**src/hdl/ocl_pkg.sv**
```systemverilog
// Shared types and constants for the ordered card list unit.
// Used by the controller, datapath, top level and checker; no dependencies.
package ocl_pkg;

  localparam int unsigned CAPACITY = 64;
  localparam int unsigned CNT_W    = $clog2(CAPACITY + 1);
  localparam int unsigned ADDR_W   = $clog2(CAPACITY);
  localparam int unsigned CARD_W   = 6;

  // Request codes; codes above REQ_FIND are unknown requests.
  typedef enum logic [2:0] {
    REQ_PUSH         = 3'd0,
    REQ_POP          = 3'd1,
    REQ_REMOVE_AT    = 3'd2,
    REQ_REMOVE_MATCH = 3'd3,
    REQ_FIND         = 3'd4
  } req_e;

  localparam logic [1:0] ST_OK   = 2'd0;
  localparam logic [1:0] ST_MISS = 2'd1;
  localparam logic [1:0] ST_FULL = 2'd2;

  // Controller to datapath.
  typedef struct packed {
    logic ld_req;      // latch request fields, clear result staging
    logic wr_push;     // write key at the tail
    logic cnt_inc;
    logic cnt_dec;
    logic rd_top;      // read the last entry
    logic rd_ptr;      // read at the walk pointer while below the count
    logic wr_shift;    // write read data one entry down
    logic ptr_ld_zero;
    logic ptr_ld_pos;  // pointer = position + 1
    logic ptr_ld_hit;  // pointer = matching entry + 1
    logic set_miss;
    logic set_full;
    logic set_found;
    logic cap_pop;
    logic out_load;
  } ocl_cmd_t;

  // Datapath to controller.
  typedef struct packed {
    logic [2:0] req;
    logic       full;
    logic       empty;
    logic       pos_bad;
    logic       hit;
    logic       walk_end;
  } ocl_sts_t;

endpackage

```
**src/hdl/ocl_datapath.sv**
```systemverilog
// Datapath of the ordered card list: card store, count, walk pointer, result regs.
// Depends on ocl_pkg; driven by ocl_ctrl through ocl_cmd_t.
module ocl_datapath
  import ocl_pkg::*;
(
  input  logic              clk_i,
  input  logic              rst_ni,
  input  logic [2:0]        req_type_i,
  input  logic [1:0]        card_suit_i,
  input  logic [3:0]        card_value_i,
  input  logic [5:0]        position_in_i,
  input  ocl_cmd_t          cmd_i,
  output ocl_sts_t          sts_o,
  output logic [1:0]        status_o,
  output logic [CNT_W-1:0]  count_after_o,
  output logic [1:0]        out_suit_o,
  output logic [3:0]        out_value_o,
  output logic              found_o,
  output logic [ADDR_W-1:0] found_position_o
);

  logic [CARD_W-1:0] mem [CAPACITY];

  logic [2:0]        req_q;
  logic [CARD_W-1:0] key_q;
  logic [5:0]        pos_q;
  logic [CNT_W-1:0]  count_q;
  logic [CNT_W-1:0]  ptr_q;
  logic              rd_vld_q;
  logic [ADDR_W-1:0] rd_idx_q;
  logic [CARD_W-1:0] rdata_q;

  logic [1:0]        res_status_q;
  logic [CARD_W-1:0] res_card_q;
  logic              res_found_q;
  logic [ADDR_W-1:0] res_pos_q;

  logic [1:0]        out_status_q;
  logic [CNT_W-1:0]  out_count_q;
  logic [CARD_W-1:0] out_card_q;
  logic              out_found_q;
  logic [ADDR_W-1:0] out_pos_q;

  logic              ptr_lt_cnt;
  logic [CNT_W-1:0]  cnt_m1;
  logic              rd_issue;
  logic [ADDR_W-1:0] rd_addr;
  logic              wr_en;
  logic [ADDR_W-1:0] wr_addr;
  logic [CARD_W-1:0] wr_data;

  assign ptr_lt_cnt = ptr_q < count_q;
  assign cnt_m1     = count_q - CNT_W'(1);
  assign rd_issue   = cmd_i.rd_top | (cmd_i.rd_ptr & ptr_lt_cnt);
  assign rd_addr    = cmd_i.rd_top ? cnt_m1[ADDR_W-1:0] : ptr_q[ADDR_W-1:0];
  assign wr_en      = cmd_i.wr_push | (cmd_i.wr_shift & rd_vld_q);
  assign wr_addr    = cmd_i.wr_push ? count_q[ADDR_W-1:0] : rd_idx_q - ADDR_W'(1);
  assign wr_data    = cmd_i.wr_push ? key_q : rdata_q;

  // Store: one write port, one registered read port.
  always_ff @(posedge clk_i) begin
    if (wr_en) begin
      mem[wr_addr] <= wr_data;
    end
    if (rd_issue) begin
      rdata_q  <= mem[rd_addr];
      rd_idx_q <= rd_addr;
    end
  end

  always_ff @(posedge clk_i or negedge rst_ni) begin
    if (!rst_ni) begin
      count_q  <= '0;
      rd_vld_q <= 1'b0;
    end else begin
      rd_vld_q <= rd_issue;
      if (cmd_i.cnt_inc) begin
        count_q <= count_q + CNT_W'(1);
      end else if (cmd_i.cnt_dec) begin
        count_q <= cnt_m1;
      end
    end
  end

  always_ff @(posedge clk_i) begin
    if (cmd_i.ptr_ld_zero) begin
      ptr_q <= '0;
    end else if (cmd_i.ptr_ld_pos) begin
      ptr_q <= CNT_W'(pos_q) + CNT_W'(1);
    end else if (cmd_i.ptr_ld_hit) begin
      ptr_q <= CNT_W'(rd_idx_q) + CNT_W'(1);
    end else if (cmd_i.rd_ptr && ptr_lt_cnt) begin
      ptr_q <= ptr_q + CNT_W'(1);
    end
  end

  // Request fields and result staging.
  always_ff @(posedge clk_i) begin
    if (cmd_i.ld_req) begin
      req_q        <= req_type_i;
      key_q        <= {card_suit_i, card_value_i};
      pos_q        <= position_in_i;
      res_status_q <= ST_OK;
      res_card_q   <= '0;
      res_found_q  <= 1'b0;
      res_pos_q    <= '0;
    end else begin
      if (cmd_i.set_miss) begin
        res_status_q <= ST_MISS;
      end else if (cmd_i.set_full) begin
        res_status_q <= ST_FULL;
      end
      if (cmd_i.set_found) begin
        res_found_q <= 1'b1;
        res_pos_q   <= rd_idx_q;
      end
      if (cmd_i.cap_pop) begin
        res_card_q <= rdata_q;
      end
    end
  end

  always_ff @(posedge clk_i) begin
    if (cmd_i.out_load) begin
      out_status_q <= res_status_q;
      out_count_q  <= count_q;
      out_card_q   <= res_card_q;
      out_found_q  <= res_found_q;
      out_pos_q    <= res_pos_q;
    end
  end

  assign sts_o.req      = req_q;
  assign sts_o.full     = count_q >= CNT_W'(CAPACITY);
  assign sts_o.empty    = count_q == '0;
  assign sts_o.pos_bad  = CNT_W'(pos_q) >= count_q;
  assign sts_o.hit      = rd_vld_q && (rdata_q == key_q);
  assign sts_o.walk_end = !rd_vld_q && !ptr_lt_cnt;

  assign status_o         = out_status_q;
  assign count_after_o    = out_count_q;
  assign out_suit_o       = out_card_q[5:4];
  assign out_value_o      = out_card_q[3:0];
  assign found_o          = out_found_q;
  assign found_position_o = out_pos_q;

endmodule

```
**src/hdl/ocl_ctrl.sv**
```systemverilog
// Controller of the ordered card list: request sequencing and output handshake.
// Depends on ocl_pkg; commands ocl_datapath through ocl_cmd_t.
module ocl_ctrl
  import ocl_pkg::*;
(
  input  logic     clk_i,
  input  logic     rst_ni,
  input  logic     in_valid_i,
  output logic     in_stall_o,
  output logic     out_valid_o,
  input  logic     out_stall_i,
  input  ocl_sts_t sts_i,
  output ocl_cmd_t cmd_o
);

  typedef enum logic [2:0] {
    S_IDLE,
    S_DECODE,
    S_POP_RD,
    S_SCAN,
    S_SHIFT,
    S_DONE
  } state_e;

  state_e state_q, state_d;
  logic   out_valid_q, out_valid_d;
  logic   out_free;

  assign out_free = !out_valid_q || !out_stall_i;

  always_comb begin
    state_d     = state_q;
    out_valid_d = out_valid_q && out_stall_i;
    cmd_o       = '0;
    case (state_q)
      S_IDLE: begin
        if (in_valid_i) begin
          cmd_o.ld_req = 1'b1;
          state_d      = S_DECODE;
        end
      end
      S_DECODE: begin
        state_d = S_DONE;
        case (sts_i.req)
          REQ_PUSH: begin
            if (sts_i.full) begin
              cmd_o.set_full = 1'b1;
            end else begin
              cmd_o.wr_push = 1'b1;
              cmd_o.cnt_inc = 1'b1;
            end
          end
          REQ_POP: begin
            if (sts_i.empty) begin
              cmd_o.set_miss = 1'b1;
            end else begin
              cmd_o.rd_top  = 1'b1;
              cmd_o.cnt_dec = 1'b1;
              state_d       = S_POP_RD;
            end
          end
          REQ_REMOVE_AT: begin
            if (sts_i.pos_bad) begin
              cmd_o.set_miss = 1'b1;
            end else begin
              cmd_o.ptr_ld_pos = 1'b1;
              state_d          = S_SHIFT;
            end
          end
          REQ_REMOVE_MATCH, REQ_FIND: begin
            cmd_o.ptr_ld_zero = 1'b1;
            state_d           = S_SCAN;
          end
          default: begin
            cmd_o.set_miss = 1'b1;
          end
        endcase
      end
      S_POP_RD: begin
        cmd_o.cap_pop = 1'b1;
        state_d       = S_DONE;
      end
      S_SCAN: begin
        if (sts_i.hit) begin
          cmd_o.set_found = 1'b1;
          if (sts_i.req == REQ_REMOVE_MATCH) begin
            cmd_o.ptr_ld_hit = 1'b1;
            state_d          = S_SHIFT;
          end else begin
            state_d = S_DONE;
          end
        end else if (sts_i.walk_end) begin
          cmd_o.set_miss = 1'b1;
          state_d        = S_DONE;
        end else begin
          cmd_o.rd_ptr = 1'b1;
        end
      end
      S_SHIFT: begin
        cmd_o.wr_shift = 1'b1;
        if (sts_i.walk_end) begin
          cmd_o.cnt_dec = 1'b1;
          state_d       = S_DONE;
        end else begin
          cmd_o.rd_ptr = 1'b1;
        end
      end
      S_DONE: begin
        if (out_free) begin
          cmd_o.out_load = 1'b1;
          out_valid_d    = 1'b1;
          state_d        = S_IDLE;
        end
      end
      default: begin
        state_d = S_IDLE;
      end
    endcase
  end

  always_ff @(posedge clk_i or negedge rst_ni) begin
    if (!rst_ni) begin
      state_q     <= S_IDLE;
      out_valid_q <= 1'b0;
    end else begin
      state_q     <= state_d;
      out_valid_q <= out_valid_d;
    end
  end

  assign in_stall_o  = state_q != S_IDLE;
  assign out_valid_o = out_valid_q;

endmodule

```
**src/hdl/ordered_card_list_unit.sv**
```systemverilog
// Ordered card list: one request at a time. Push and bad requests finish without a
// walk, pop reads only the last entry, and remove-at, find and remove-match walk the
// store at one entry per cycle (single read port). The next request is taken the
// cycle after the result is loaded into the output register, even while it waits.
// Reset clears the count and handshake state; the store contents stay undefined.
module ordered_card_list_unit
  import ocl_pkg::*;
(
  input  logic              clk_i,
  input  logic              rst_ni,
  // request channel
  input  logic              in_valid_i,
  output logic              in_stall_o,
  input  logic [2:0]        req_type_i,
  input  logic [1:0]        card_suit_i,
  input  logic [3:0]        card_value_i,
  input  logic [5:0]        position_in_i,
  // result channel
  output logic              out_valid_o,
  input  logic              out_stall_i,
  output logic [1:0]        status_o,
  output logic [CNT_W-1:0]  count_after_o,
  output logic [1:0]        out_suit_o,
  output logic [3:0]        out_value_o,
  output logic              found_o,
  output logic [ADDR_W-1:0] found_position_o
);

  // Command and status between sequencer and datapath.
  ocl_cmd_t cmd;
  ocl_sts_t sts;

  // Sequencer: decode, store walk (search / compaction), output transfer.
  ocl_ctrl u_ctrl (
    .clk_i       (clk_i),
    .rst_ni      (rst_ni),
    .in_valid_i  (in_valid_i),
    .in_stall_o  (in_stall_o),
    .out_valid_o (out_valid_o),
    .out_stall_i (out_stall_i),
    .sts_i       (sts),
    .cmd_o       (cmd)
  );

  // Datapath: store (1W/1R, registered read), count, pointer, result registers.
  // Compaction overlaps the read of entry j with the write of entry j-1's data into
  // j-2, i.e. read data from entry j is written to entry j-1 in the next cycle.
  ocl_datapath u_dp (
    .clk_i            (clk_i),
    .rst_ni           (rst_ni),
    .req_type_i       (req_type_i),
    .card_suit_i      (card_suit_i),
    .card_value_i     (card_value_i),
    .position_in_i    (position_in_i),
    .cmd_i            (cmd),
    .sts_o            (sts),
    .status_o         (status_o),
    .count_after_o    (count_after_o),
    .out_suit_o       (out_suit_o),
    .out_value_o      (out_value_o),
    .found_o          (found_o),
    .found_position_o (found_position_o)
  );

endmodule

```
**config.mk**
```make
export PLATFORM = sky130hd
export DESIGN_NAME = ordered_card_list_unit
export DESIGN_NICKNAME = d
export VERILOG_FILES = /design/src/hdl/ocl_pkg.sv /design/src/hdl/ocl_datapath.sv /design/src/hdl/ocl_ctrl.sv /design/src/hdl/ordered_card_list_unit.sv
export SDC_FILE = /design/constraint.sdc
export NUM_CORES = 1
export LEC_CHECK = 0
export BUFFER_PORTS_ARGS = -buffer_cell sky130_fd_sc_hd__buf_4
export CELL_PAD_IN_SITES_DETAIL_PLACEMENT = 1
export CELL_PAD_IN_SITES_GLOBAL_PLACEMENT = 1
export CORE_MARGIN = 2
export CORE_UTILIZATION = 52
export DETAILED_ROUTE_END_ITERATION = 10
export PLACE_DENSITY = 0.86
export REMOVE_ABC_BUFFERS = 1
export SLEW_MARGIN = 10
export SYNTH_ARGS = -nofsm -noshare
export SYNTH_HDL_FRONTEND = slang
export SYNTH_SLANG_ARGS = --single-unit
```
**constraint.sdc**
```tcl
create_clock -name clk_i -period 3.8 [get_ports clk_i]
set_clock_uncertainty 0.1 [all_clocks]
set_input_delay 0.76 -clock clk_i [delete_from_list [all_inputs] [get_ports clk_i]]
set_output_delay 0.76 -clock clk_i [all_outputs]
set_load 0.005 [all_outputs]
```
=== Word level (Yosys, flattened, before mapping) ===
Memory sizes are Yosys's and may differ from the RTL's. A register that Yosys moved wholly into a read port is not among the register bits.
Index checks and enable logic that the tools add are counted.

* Output and inout port bits: 24
* Bits in latches: 0
* Register bits after elaboration: 77
* ROM bits: 0
* Bits in writable memories: 384
* Memories: 1

* Bitwise gates (word level): 4
* Multiplexer cells: 57
* Shift-type cells: 0
* Reduce and logical (&&, ||, !) cells: 20
* Div/mod/pow operators: 0
* $mul: 0
* $add $sub $neg: 6
* $lt $le $gt $ge: 3
* Equality and inequality tests: 12

{| class="wikitable"
|+ Memory list
! memory !! words !! width !! read ports !! clocked after memory_dff !! write ports !! line !! text
|-
| u_dp.mem || 64 || 6 || 1 || 1 || 1 || ocl_datapath.sv:22 || <nowiki>logic [CARD_W-1:0] mem [CAPACITY];</nowiki>
|}

{| class="wikitable"
|+ Operators with widths
! operator !! count
|-
| $mux 7 || 5
|-
| $mux 1 || 32
|-
| $mux 6 || 3
|-
| $pmux 3 s6 || 1
|-
| $mux 3 || 5
|-
| $add 6x1->7 const B || 2
|-
| $add 7x1->7 const B || 2
|-
| $eq 3x2->1 const B || 4
|-
| $mux 2 || 6
|-
| $eq 3x3->1 const B || 3
|-
| $pmux 3 s3 || 1
|-
| $ge 6x7->1 || 1
|-
| $ge 7x7->1 const B || 1
|-
| $logic_not 7->1 || 1
|-
| $lt 7x7->1 || 1
|-
| $sub 7x1->7 const B || 1
|-
| $eq 3x1->1 const B || 2
|-
| $eq 6x6->1 || 1
|-
| $logic_not 3->1 || 2
|-
| $pmux 1 s2 || 3
|-
| $reduce_bool 3->1 || 2
|-
| $sub 6x1->6 const B || 1
|-
| $logic_and 1x1->1 || 4
|-
| $logic_not 1->1 || 4
|-
| other kinds (10) || 14
|}

=== Longest topological paths before layout ===
Gate-level depths: netlist (run 1).

* Depth in word-level cells: 10
* Depth in mapped cells: 15
* Depth with buffers taken out: 13

=== By module ===
Synthesis (run 1) repeated with hierarchy kept, for this count alone.

* Cell total of the unflattened synthesis: 1,384
* Area, all modules: 19,458.7 um^2

{| class="wikitable"
|+ By module, submodules not included
! module !! sequential area each (um^2) !! area each (um^2) !! cells each !! instances
|-
| ocl_datapath || 13,643.1 || 18,953.2 || 1,318 || 1
|-
| ocl_ctrl || 100.1 || 505.5 || 66 || 1
|}

=== Least setup slack after synthesis (run 1) ===
No wires, ideal clock.

* Path kind: reg2reg
* Start point: register u_dp.count_q[0]
* End point: register u_dp.rdata_q[4], read port of u_dp.mem (data pin)
* Required time: 3.524 ns
* Data arrival time: 3.220 ns
* Setup time: 0.176 ns
* Setup slack: 0.304 ns
* Path buffers: 3
* Stages on the path, launching flop included: 13
* Path through: dfrtp_1 inv_1 ha_1 nor3b_2 a2111oi_4 mux2i_1 buf_2 buf_2 clkbuf_1 nand2_1 nand3_1 a31oi_1 nor4_1

* Cells in the longest elaborated chain, start to end: 8

{| class="wikitable"
|+ Ends and longest elaborated chain
! element !! line !! text
|-
| from (decl) || ocl_datapath.sv:27 || <nowiki>logic [CNT_W-1:0] count_q;</nowiki>
|-
| from (signal assigned) || ocl_datapath.sv:78 || <nowiki>count_q <= count_q + CNT_W'(1);</nowiki>
|-
| from (signal assigned) || ocl_datapath.sv:80 || <nowiki>count_q <= cnt_m1;</nowiki>
|-
| $lt 7x7->1 || ocl_datapath.sv:52 || <nowiki>assign ptr_lt_cnt = ptr_q < count_q;</nowiki>
|-
| $logic_not 1->1 || ocl_datapath.sv:138 || <nowiki>assign sts_o.walk_end = !rd_vld_q && !ptr_lt_cnt;</nowiki>
|-
| $logic_and 1x1->1 || ocl_datapath.sv:138 ||
|-
| $mux 1 || ocl_ctrl.sv:92, ocl_ctrl.sv:101 ||
|-
| $mux 1 || ocl_ctrl.sv:84 || <nowiki>if (sts_i.hit) begin</nowiki>
|-
| $pmux 1 s2 || ocl_ctrl.sv:35 || <nowiki>case (state_q)</nowiki>
|-
| $and 1x1->1 || ocl_datapath.sv:54 || <nowiki>assign rd_issue = cmd_i.rd_top | (cmd_i.rd_ptr & ptr_lt_cnt);</nowiki>
|-
| $or 1x1->1 || ocl_datapath.sv:54 ||
|-
| to (decl) || ocl_datapath.sv:31 || <nowiki>logic [CARD_W-1:0] rdata_q;</nowiki>
|}

Parallel ways exist; a longest one is shown, timed or not.
A chain may end at the register's enable or synchronous reset.

=== Worst setup path after layout (run 1) ===
* Start point: register u_ctrl.state_q[1]
* End point: memory u_dp.mem[36][0] (enable)

* Cells in the longest elaborated chain, start to end: 6

{| class="wikitable"
|+ Ends and longest elaborated chain
! element !! line !! text
|-
| from (decl) || ocl_ctrl.sv:25 || <nowiki>state_e state_q, state_d;</nowiki>
|-
| from (signal assigned) || ocl_ctrl.sv:126 || <nowiki>state_q <= state_d;</nowiki>
|-
| $eq 3x3->1 || ocl_ctrl.sv:35 ||
|-
| $mux 1 || ocl_ctrl.sv:35 ||
|-
| $and 1x1->1 || ocl_datapath.sv:56 || <nowiki>assign wr_en = cmd_i.wr_push | (cmd_i.wr_shift & rd_vld_q);</nowiki>
|-
| $or 1x1->1 || ocl_datapath.sv:56 ||
|-
| $mux 1 || ocl_datapath.sv:62 || <nowiki>if (wr_en) begin</nowiki>
|-
| $mux 1 (implied by the code) || ocl_datapath.sv:63 || <nowiki>mem[wr_addr] <= wr_data;</nowiki>
|-
| to (decl) || ocl_datapath.sv:22 ||
|}

Parallel ways exist; a longest one is shown, timed or not.

==> impl_results.md, run 1 <==
* Fillers at 3530
* Clk slew on worst S/H paths at 0.06 ns
* Via density at 6.62
* Post-DRT Antenna Nets at 0
* Ys flop type: edfxtp_1
* Failing checks: negative setup slack
* Clock tree buffer depth at 3
* Initial Util at 52.8%
* Unrepaired setup endpoints after global routing: true
* Largest net degree at the start of global routing at 65
* Final Instance Area at 22600 µm²
* Tmin final at 3.89 ns
* Main combinational cell family by area after synthesis: simple AND/OR/NAND/NOR gates
* Worst skew pair latency at 0.60 ns
* Area Growth Syn to Fin at 16.8%
* Yosys top cell by area: edfxtp_1
* Reg2reg path depth at 8
* Adder-cell share of the synthesized area at 1.04%
* Outcome: complete, but fails checks
* Crit path kind: reg2reg
* First-pass detailed-route iteration total at 6
* Slew Viols, Final at 0
* Initial antenna violation count at 0
* DRT Wirelength at 63.9 mm
* CP required at 3.93 ns
* Final core occ at 61.6%
* Diode count at 0
* Die Wd at 197 µm
* Register area share after synthesis at 71.1%
* Cell row count at 70
* Area share of and/or/nand/nor cells after synthesis at 12.8%
* Crit. Startpoint: u_ctrl.state_q[1]$_DFFE_PN0P_
* Num CTS Buffers at 49
* Max FO, Critical Path at 11
* Placed inst area at 20600 µm²
* Die H at 197 µm
* Layout cells sized above 1 at 15.6%
* Worst EP arrival at 4.02 ns
* R2R setup slack at -0.09 ns
* Startpoint types: flip-flop
* Final period utilization at 102%
* Detailed Place HPWL at 39.1 mm
* Overflow left after global routing at 0
* CP endpoint kind: flip-flop
* Most used cell, CP: buf_4
* Total GRT Usage at 32.4%
* Yosys warnings at 0
* DR vias at 13900
* Relative slew slack at 13.2%
* CTS tree: done
* Cell leakage power at 7.81 nW
* Post-synthesis mux area share at 3.90%
* R2R Path Start: u_ctrl.state_q[1]$_DFFE_PN0P_
* Post-route insts no fill at 2099
* Slowest-stage cell, CP: nand2_1
* Nets at 1625
* Area contributors post-synth: edfxtp_1 (67%), nand2_1 (6.7%), mux2i_1 (3.7%)
* DRC at 0
* Cell variety after synth at 53
* GPL Wtd Cong at 0.893
* Post-synth EDFFs at 433
* Worst Setup EP: u_dp.mem[36][0]$_DFFE_PP_
* Mean Syn Cell Area at 12.9 µm²
* Share of flip-flops with an asynchronous set or reset at 2.57%
* Top cell type's share of synthesized area at 67.3%
* H-tree Lvls at 2
* Worst Tran Pin Value at 1.30 ns
* DRT iter0 DRCs at 1526
* Wire per inst at 30.5 µm
* Synth Area in XOR/XNOR at 1.04%
* IO Port Bufs at 42
* Syn Std Cell Area at 19300 µm²
* Crit-path cells: buf_4, nor4b_1, buf_4, nand3_1, o21ai_0, nor2b_1, nand2_1, nor2_2
* Peak Freq at 257 MHz
* Placed Instances at 1997
* Worst Slack Setup Final at -0.0855 ns
* Cells after Synth at 1498
* CTS sink cnt at 467
* Worst vdd ir at 501 µV
* Max-cap viol count at 0
* Core area at 36600 µm²
* Yosys reg bits at 467
* Clock Root Buffer: clkbuf_16
* Number of global-route vias before repair at 14400
* Compound-gate portion of the synthesized area at 8.06%
* Final setup vio count at 57
* Final hold violation count at 0
* Worst Hold Class: in2reg
* Critical Path Max Stage Delay at 0.62 ns
* First-pass GRT wire length at 91.9 mm
* Full die area at 38700 µm²
* Io pins at 43
* Reg2reg end: u_dp.mem[36][0]$_DFFE_PP_
* Pwr Density at 835 nW/µm²
[registers in the layout, summed over array words and instances (netlist names), 7 cells and up]
signal and cells:
u_dp.ptr_q 7, u_dp.mem 384, u_dp.count_q 7, u_dp.count_after_o 7
[logic make-up (layout without fill, tap and decap cells)]
| logic type | after synthesis | after routing |
|---|---|---|
| simple gates | 594 | 594 |
| flops | 467 | 467 |
| compound gates | 227 | 228 |
| buf+inv | 96 | 228 |
| mux | 75 | 75 |
| xor+xnor | 23 | 23 |
| fa+ha+maj | 16 | 16 |
[layer usage]
metal | track usage, % | part of all wire, % | vias up
li1 | - | - | 5771
met5 | 0 | 0 | -
met2 | 54.8 | 49 | 938
met4 | 15.8 | 5.2 | 0
met1 | 40.1 | 36 | 6953
met3 | 6.25 | 9.4 | 236
[synth_stat cells, drive strengths merged, types with 2 or more instances]
| library cell | n |
|---|---|
| nor2b | 5 |
| o32ai | 5 |
| nor3 | 12 |
| and4 | 2 |
| a311o | 25 |
| nand2 | 344 |
| buf | 34 |
| nand3 | 87 |
| and3 | 2 |
| a2111oi | 2 |
| nand2b | 5 |
| a21o | 6 |
| xor2 | 3 |
| a22oi | 3 |
| xnor2 | 20 |
| a32oi | 24 |
| a31oi | 53 |
| o21ai | 38 |
| inv | 21 |
| nor3b | 2 |
| or3 | 3 |
| mux2 | 3 |
| a211oi | 6 |
| nor2 | 108 |
| nor4 | 8 |
| ha | 16 |
| or2 | 2 |
| edfxtp | 433 |
| nand4 | 10 |
| clkbuf | 41 |
| o22ai | 3 |
| o211ai | 4 |
| dfrtp | 12 |
| dfxtp | 22 |
| mux2i | 72 |
| o31ai | 4 |
| a21oi | 45 |
| o21a | 3 |
[report_power, final]
part           total, mW  leakage [nW]  switching, mW  internal [mW]
logic               6.91          2.82           4.88           2.03
clock network       4.90         0.788           2.06           2.84
registers           7.03          4.20          0.404           6.63
total               18.8          7.81           7.35           11.5
[how the worst min path moves through the flow]
stage | startpoint | end | slack (ns) | depth (start not counted)
after floorplan | u_dp.res_pos_q[0]$_SDFFE_PP0P_ | u_dp.found_position_o[0]$_DFFE_PP_ | 0.31 | 0
final | card_value_i[1] | u_dp.key_q[1]$_DFFE_PP_ | 0.24 | 1
after global routing | card_suit_i[0] | u_dp.key_q[4]$_DFFE_PP_ | 0.23 | 1
after CTS | position_in_i[5] | u_dp.pos_q[5]$_DFFE_PP_ | 0.23 | 1
after global placement | u_dp.res_status_q[1]$_SDFFE_PP0P_ | u_dp.status_o[1]$_DFFE_PP_ | 0.32 | 0
after detailed placement | u_dp.res_status_q[1]$_SDFFE_PP0P_ | u_dp.status_o[1]$_DFFE_PP_ | 0.32 | 0
[critical path: cells and delay by family (launching register included)]
| kind | cells | cell delay, ns |
|---|---|---|
| AOI/OAI and AO/OA | 1 | 0.56 |
| buffers and inverters | 2 | 0.41 |
| DFF | 1 | 0.38 |
| and+or+nand+nor | 5 | 2.07 |
[what timing repair did]
action	4_1_cts	5_1_grt
hold endpoints to repair	12	0
endpoints found under the setup margin	23	164
pin swaps	2	3
gates cloned	1	2
buffers inserted	3	3
hold buffers	1	0
gates resized for setup	7	51
[layout make-up]
| cell class | instances | area [µm²] | area share (%) |
|---|---|---|---|
| clock inverter | 28 | 315 | 1.40 |
| multi-input combinational | 936 | 5490 | 24.3 |
| sequential | 467 | 13700 | 60.9 |
| timing repair buffer | 115 | 1030 | 4.58 |
| inverter | 21 | 95.1 | 0.421 |
| clock buffer | 64 | 1300 | 5.78 |
| tap | 468 | 586 | 2.59 |
[placed cells by master, fill, tap and decap left out, types with 7 or more instances in the layout]
| cell | n |
|---|---|
| nor2_2 | 31 |
| buf_4 | 98 |
| buf_12 | 7 |
| clkinv_1 | 7 |
| o21ai_0 | 36 |
| nor3_1 | 11 |
| a31oi_2 | 11 |
| xnor2_1 | 20 |
| clkinv_2 | 11 |
| dfxtp_1 | 22 |
| a21oi_1 | 45 |
| inv_1 | 19 |
| mux2i_1 | 71 |
| dfrtp_1 | 12 |
| a32oi_1 | 23 |
| nand3_1 | 86 |
| clkbuf_16 | 51 |
| ha_1 | 16 |
| nand4_1 | 10 |
| edfxtp_1 | 433 |
| nor2_1 | 77 |
| a31oi_1 | 42 |
| clkbuf_1 | 14 |
| a311o_1 | 25 |
| nand2_1 | 338 |
[per-stage QoR]
step                total power, mW  worst slack [ns]  hold slack [ns]  setup TNS [ns]
global route                   19.3            -0.122            0.233           -3.52
finish                         18.8           -0.0855            0.243           -1.84
CTS                            18.3           -0.0285            0.232          -0.139
floorplan                      9.90            -13.28            0.308          -92.55
detailed placement             13.2           -0.0971            0.324          -0.154
global placement               12.8             0.145            0.317               0
Note: power is estimated with default switching activity, not from simulation.
==> run 2, diff against run 1 <==
- CORE_UTILIZATION: 52 -> 53
- PLACE_DENSITY: 0.86 -> 0.87
- REMOVE_ABC_BUFFERS: 1 -> default
- SYNTH_HIERARCHICAL: default -> 1
==> impl_results.md, run 2 <==
* Register area share after synthesis at 70.6%
* Most used cell, CP: buf_4
* First-pass GRT wire length at 93.5 mm
* GRT busiest layer: met2
* CTS tree: done
* CTS sink cnt at 467
* Nets at 1607
* Worst skew pair latency at 0.60 ns
* Initial antenna violation count at 4
* Worst vdd ir at 368 µV
* Peak Freq at 242 MHz
* DR vias at 14300
* Via density at 6.88
* Tmin final at 4.13 ns
* Total GRT Usage at 33.3%
* Count leader, synth: edfxtp_1
* Full die area at 38300 µm²
* Worst Slack Setup Final at -0.329 ns
* Top cell type's share of synthesized area at 66.8%
* Initial Util at 53.5%
* Psw at 7.75 mW
* Crit. Startpoint: u_dp/count_q[0]$_DFFE_PN0P_
* Area contributors post-synth: edfxtp_1 (67%), nand2_1 (4.1%), mux2i_1 (3.9%)
* Logic gate share of total power at 39.2%
* Worst Hold Class: in2reg
* Number of global-route vias before repair at 14600
* Post-synth top cells: edfxtp_1 (433), nand2_1 (215), nor2_1 (126), nand3_1 (77), mux2i_1 (75)
* Syn Std Cell Area at 19500 µm²
* Slowest-stage cell, CP: dfrtp_1
* Net Count, Synth at 1420
* Overflow left after global routing at 0
* Ys flop type: edfxtp_1
* Leading cell type in the layout, fill and taps excluded: edfxtp_1
* Sequential cell area at 13700 µm²
* Failing checks: negative setup slack
* Max-cap viol count at 0
* GPL Wtd Cong at 0.890
* Post-synth EDFFs at 433
* Fillers at 3308
* Yosys reg bits at 467
* Pwr Density at 849 nW/µm²
* R2R setup slack at -0.33 ns
* Relative slew slack at 13.7%
* Worst Hold Depth at 1
* Yosys warnings at 6
* Cell row count at 70
* Layout cells sized above 1 at 23.5%
* Yosys top cell by area: edfxtp_1
* First-pass detailed-route iteration total at 8
* Hold_ws at 0.237 ns
* Final setup vio count at 13
* H-tree Lvls at 2
* Clock Root Buffer: clkbuf_16
* Outcome: complete, but fails checks
* Total design power at 19.9 mW
* Die Wd at 196 µm
* Worst EP arrival at 4.38 ns
* R2R Path Start: u_dp/count_q[0]$_DFFE_PN0P_
* Unrepaired setup endpoints after global routing: true
* Clk pwr share at 25.4%
* Critical Path Max Stage Delay at 0.38 ns
* Max reg flops at 384
* Slew Viols, Final at 0
* Switch share at 38.9%
* Wire per inst at 33.6 µm
* Mean Syn Cell Area at 14.1 µm²
* Setup Slack @ Placement at -0.184 ns
* Post-DRT Antenna Nets at 0
* Met2 Resource Use GR at 55.9%
* Final hold violation count at 0
* Num CTS Buffers at 48
* Multi-input logic area at 5610 µm²
* Met1 usage at 40.2%
* CP required at 4.05 ns
* Reg2reg path depth at 16
* Met3 usage at 7.79%
* CP endpoint kind: flip-flop
* Crit path kind: reg2reg
* Hold_sp: card_value_i[1]
* Core area at 36300 µm²
* Io pins at 43
* Final core occ at 64.5%
* DRT Wirelength at 69.8 mm
* Flop pwr share at 35.4%
* Clk slew on worst S/H paths at 0.07 ns
* Largest net degree at the start of global routing at 65
* Startpoint types: flip-flop
* Cell leakage power at 8.22 nW
* Detailed Place HPWL at 39.5 mm
* Cell variety after synth at 70
* CP bufs+invs at 5
* Delay-heaviest family, CP: simple AND/OR/NAND/NOR gates
* Area Growth Syn to Fin at 20.5%
* Crit-path cells: inv_1, ha_1, and4_4, nor3_2, and2b_2, buf_6, nor2b_2, a21oi_4, buf_4, clkbuf_16, nor2_1, buf_4, a32oi_1, a31oi_1, nand3_1, and4b_1
* Die H at 196 µm
* DRC at 0
* DRT iter0 DRCs at 2093
* Max FO, Critical Path at 11
* Critical Path Stages at 16
* Share of flip-flops with an asynchronous set or reset at 2.57%
* Internal Power at 12.2 mW
* Commonest cells after routing, fill and taps aside: edfxtp_1 (433), nand2_1 (214), buf_4 (184)
* Clock tree buffer depth at 3
* IO Port Bufs at 42
* Final period utilization at 109%
* Most flops, register: u_dp/mem
* Cells after Synth at 1384
* Worst Tran Pin Value at 1.29 ns
[run 2: changes by cell type in the layout (fill, tap and decap cells not counted), moves of 18 or more]
cell	delta
o21ai_0	-18
a311o_1	-25
nand2_1	-124
a21oi_1	-31
buf_4	+86
mux4_2	+23
nor2_2	-23
nor2_1	+43
[run 2: repair_timing]
action,in CTS,in global routing
hold endpoints to repair,12,0
buffers inserted,7,5
cloned,0,3
resized for setup,15,63
hold buffers,1,0
pin swaps,2,13
endpoints found under the setup margin,6,16
[run 2: metrics by stage]
stage	std cells	TNS [ns]	area (µm²)
floorplan	1384	0	19500
global placement	1973	0	21300
detailed placement	1973	-0.295	21300
CTS	2070	-0.0173	23000
global route	2078	-3.10	23500
finish	2080	-1.44	23500
[run 2: cell families after synthesis]
logic type / after synthesis / synth area share, %
flops: 467 / 70.6
fa+ha+maj: 17 / 1.09
compound gates: 166 / 6.14
mux: 106 / 6.98
simple gates: 512 / 11.8
buf+inv: 93 / 2.31
xor+xnor: 23 / 1.04
[run 2: path summary, 6_finish.rpt]
| kind | to |
|---|---|
| max reg2reg | u_dp/rdata_q[0]$_DFFE_PP_ |
| min reg2reg | u_dp/found_position_o[3]$_DFFE_PP_ |
| max in group asynchronous | u_dp/count_q[1]$_DFFE_PN0P_ |
| min in group asynchronous | u_dp/count_q[3]$_DFFE_PN0P_ |
| min | u_dp/key_q[1]$_DFFE_PP_ |
| max | u_dp/rdata_q[0]$_DFFE_PP_ |
[run 2: power groups by stage]
| stage | logic [mW] | registers [mW] | clock network [mW] |
|---|---|---|---|
| 5_1_grt | 8.02 | 7.05 | 5.25 |
| 2_1_floorplan | 3.75 | 6.96 | 0 |
| 4_1_cts | 6.74 | 7.01 | 5.01 |
| 3_5_place_dp | 6.45 | 7.11 | 0 |
| 6_report | 7.81 | 7.05 | 5.06 |
| 3_3_place_gp | 5.97 | 7.07 | 0 |
[run 2: final cells by class]
type / instances / share of cell area, %
Inverter: 22 / 0.379
Tap cell: 468 / 2.50
Multi-Input combinational cell: 824 / 23.9
Sequential cell: 467 / 58.6
Clock inverter: 29 / 1.51
Timing Repair Buffer: 208 / 7.54
Clock buffer: 60 / 5.53
Antenna cell: 2 / 0.0213
[run 2: worst reg2reg max path, cell delays in order, from the launching register on]
cell	delay, ns
dfrtp_1	0.38
inv_1	0.11
ha_1	0.23
and4_4	0.19
nor3_2	0.19
and2b_2	0.28
buf_6	0.18
nor2b_2	0.27
a21oi_4	0.11
buf_4	0.21
clkbuf_16	0.18
nor2_1	0.26
buf_4	0.21
a32oi_1	0.10
a31oi_1	0.23
nand3_1	0.31
and4b_1	0.36
[run 2: layer usage]
metal / vias to the layer above / part of all wire, % / wire length, µm
met3: 395 / 11 / 7530
met5: - / 0.037 / 26
li1: 5622 / - / -
met4: 4 / 6.9 / 4820
met1: 7100 / 34 / 24000
met2: 1196 / 48 / 33400
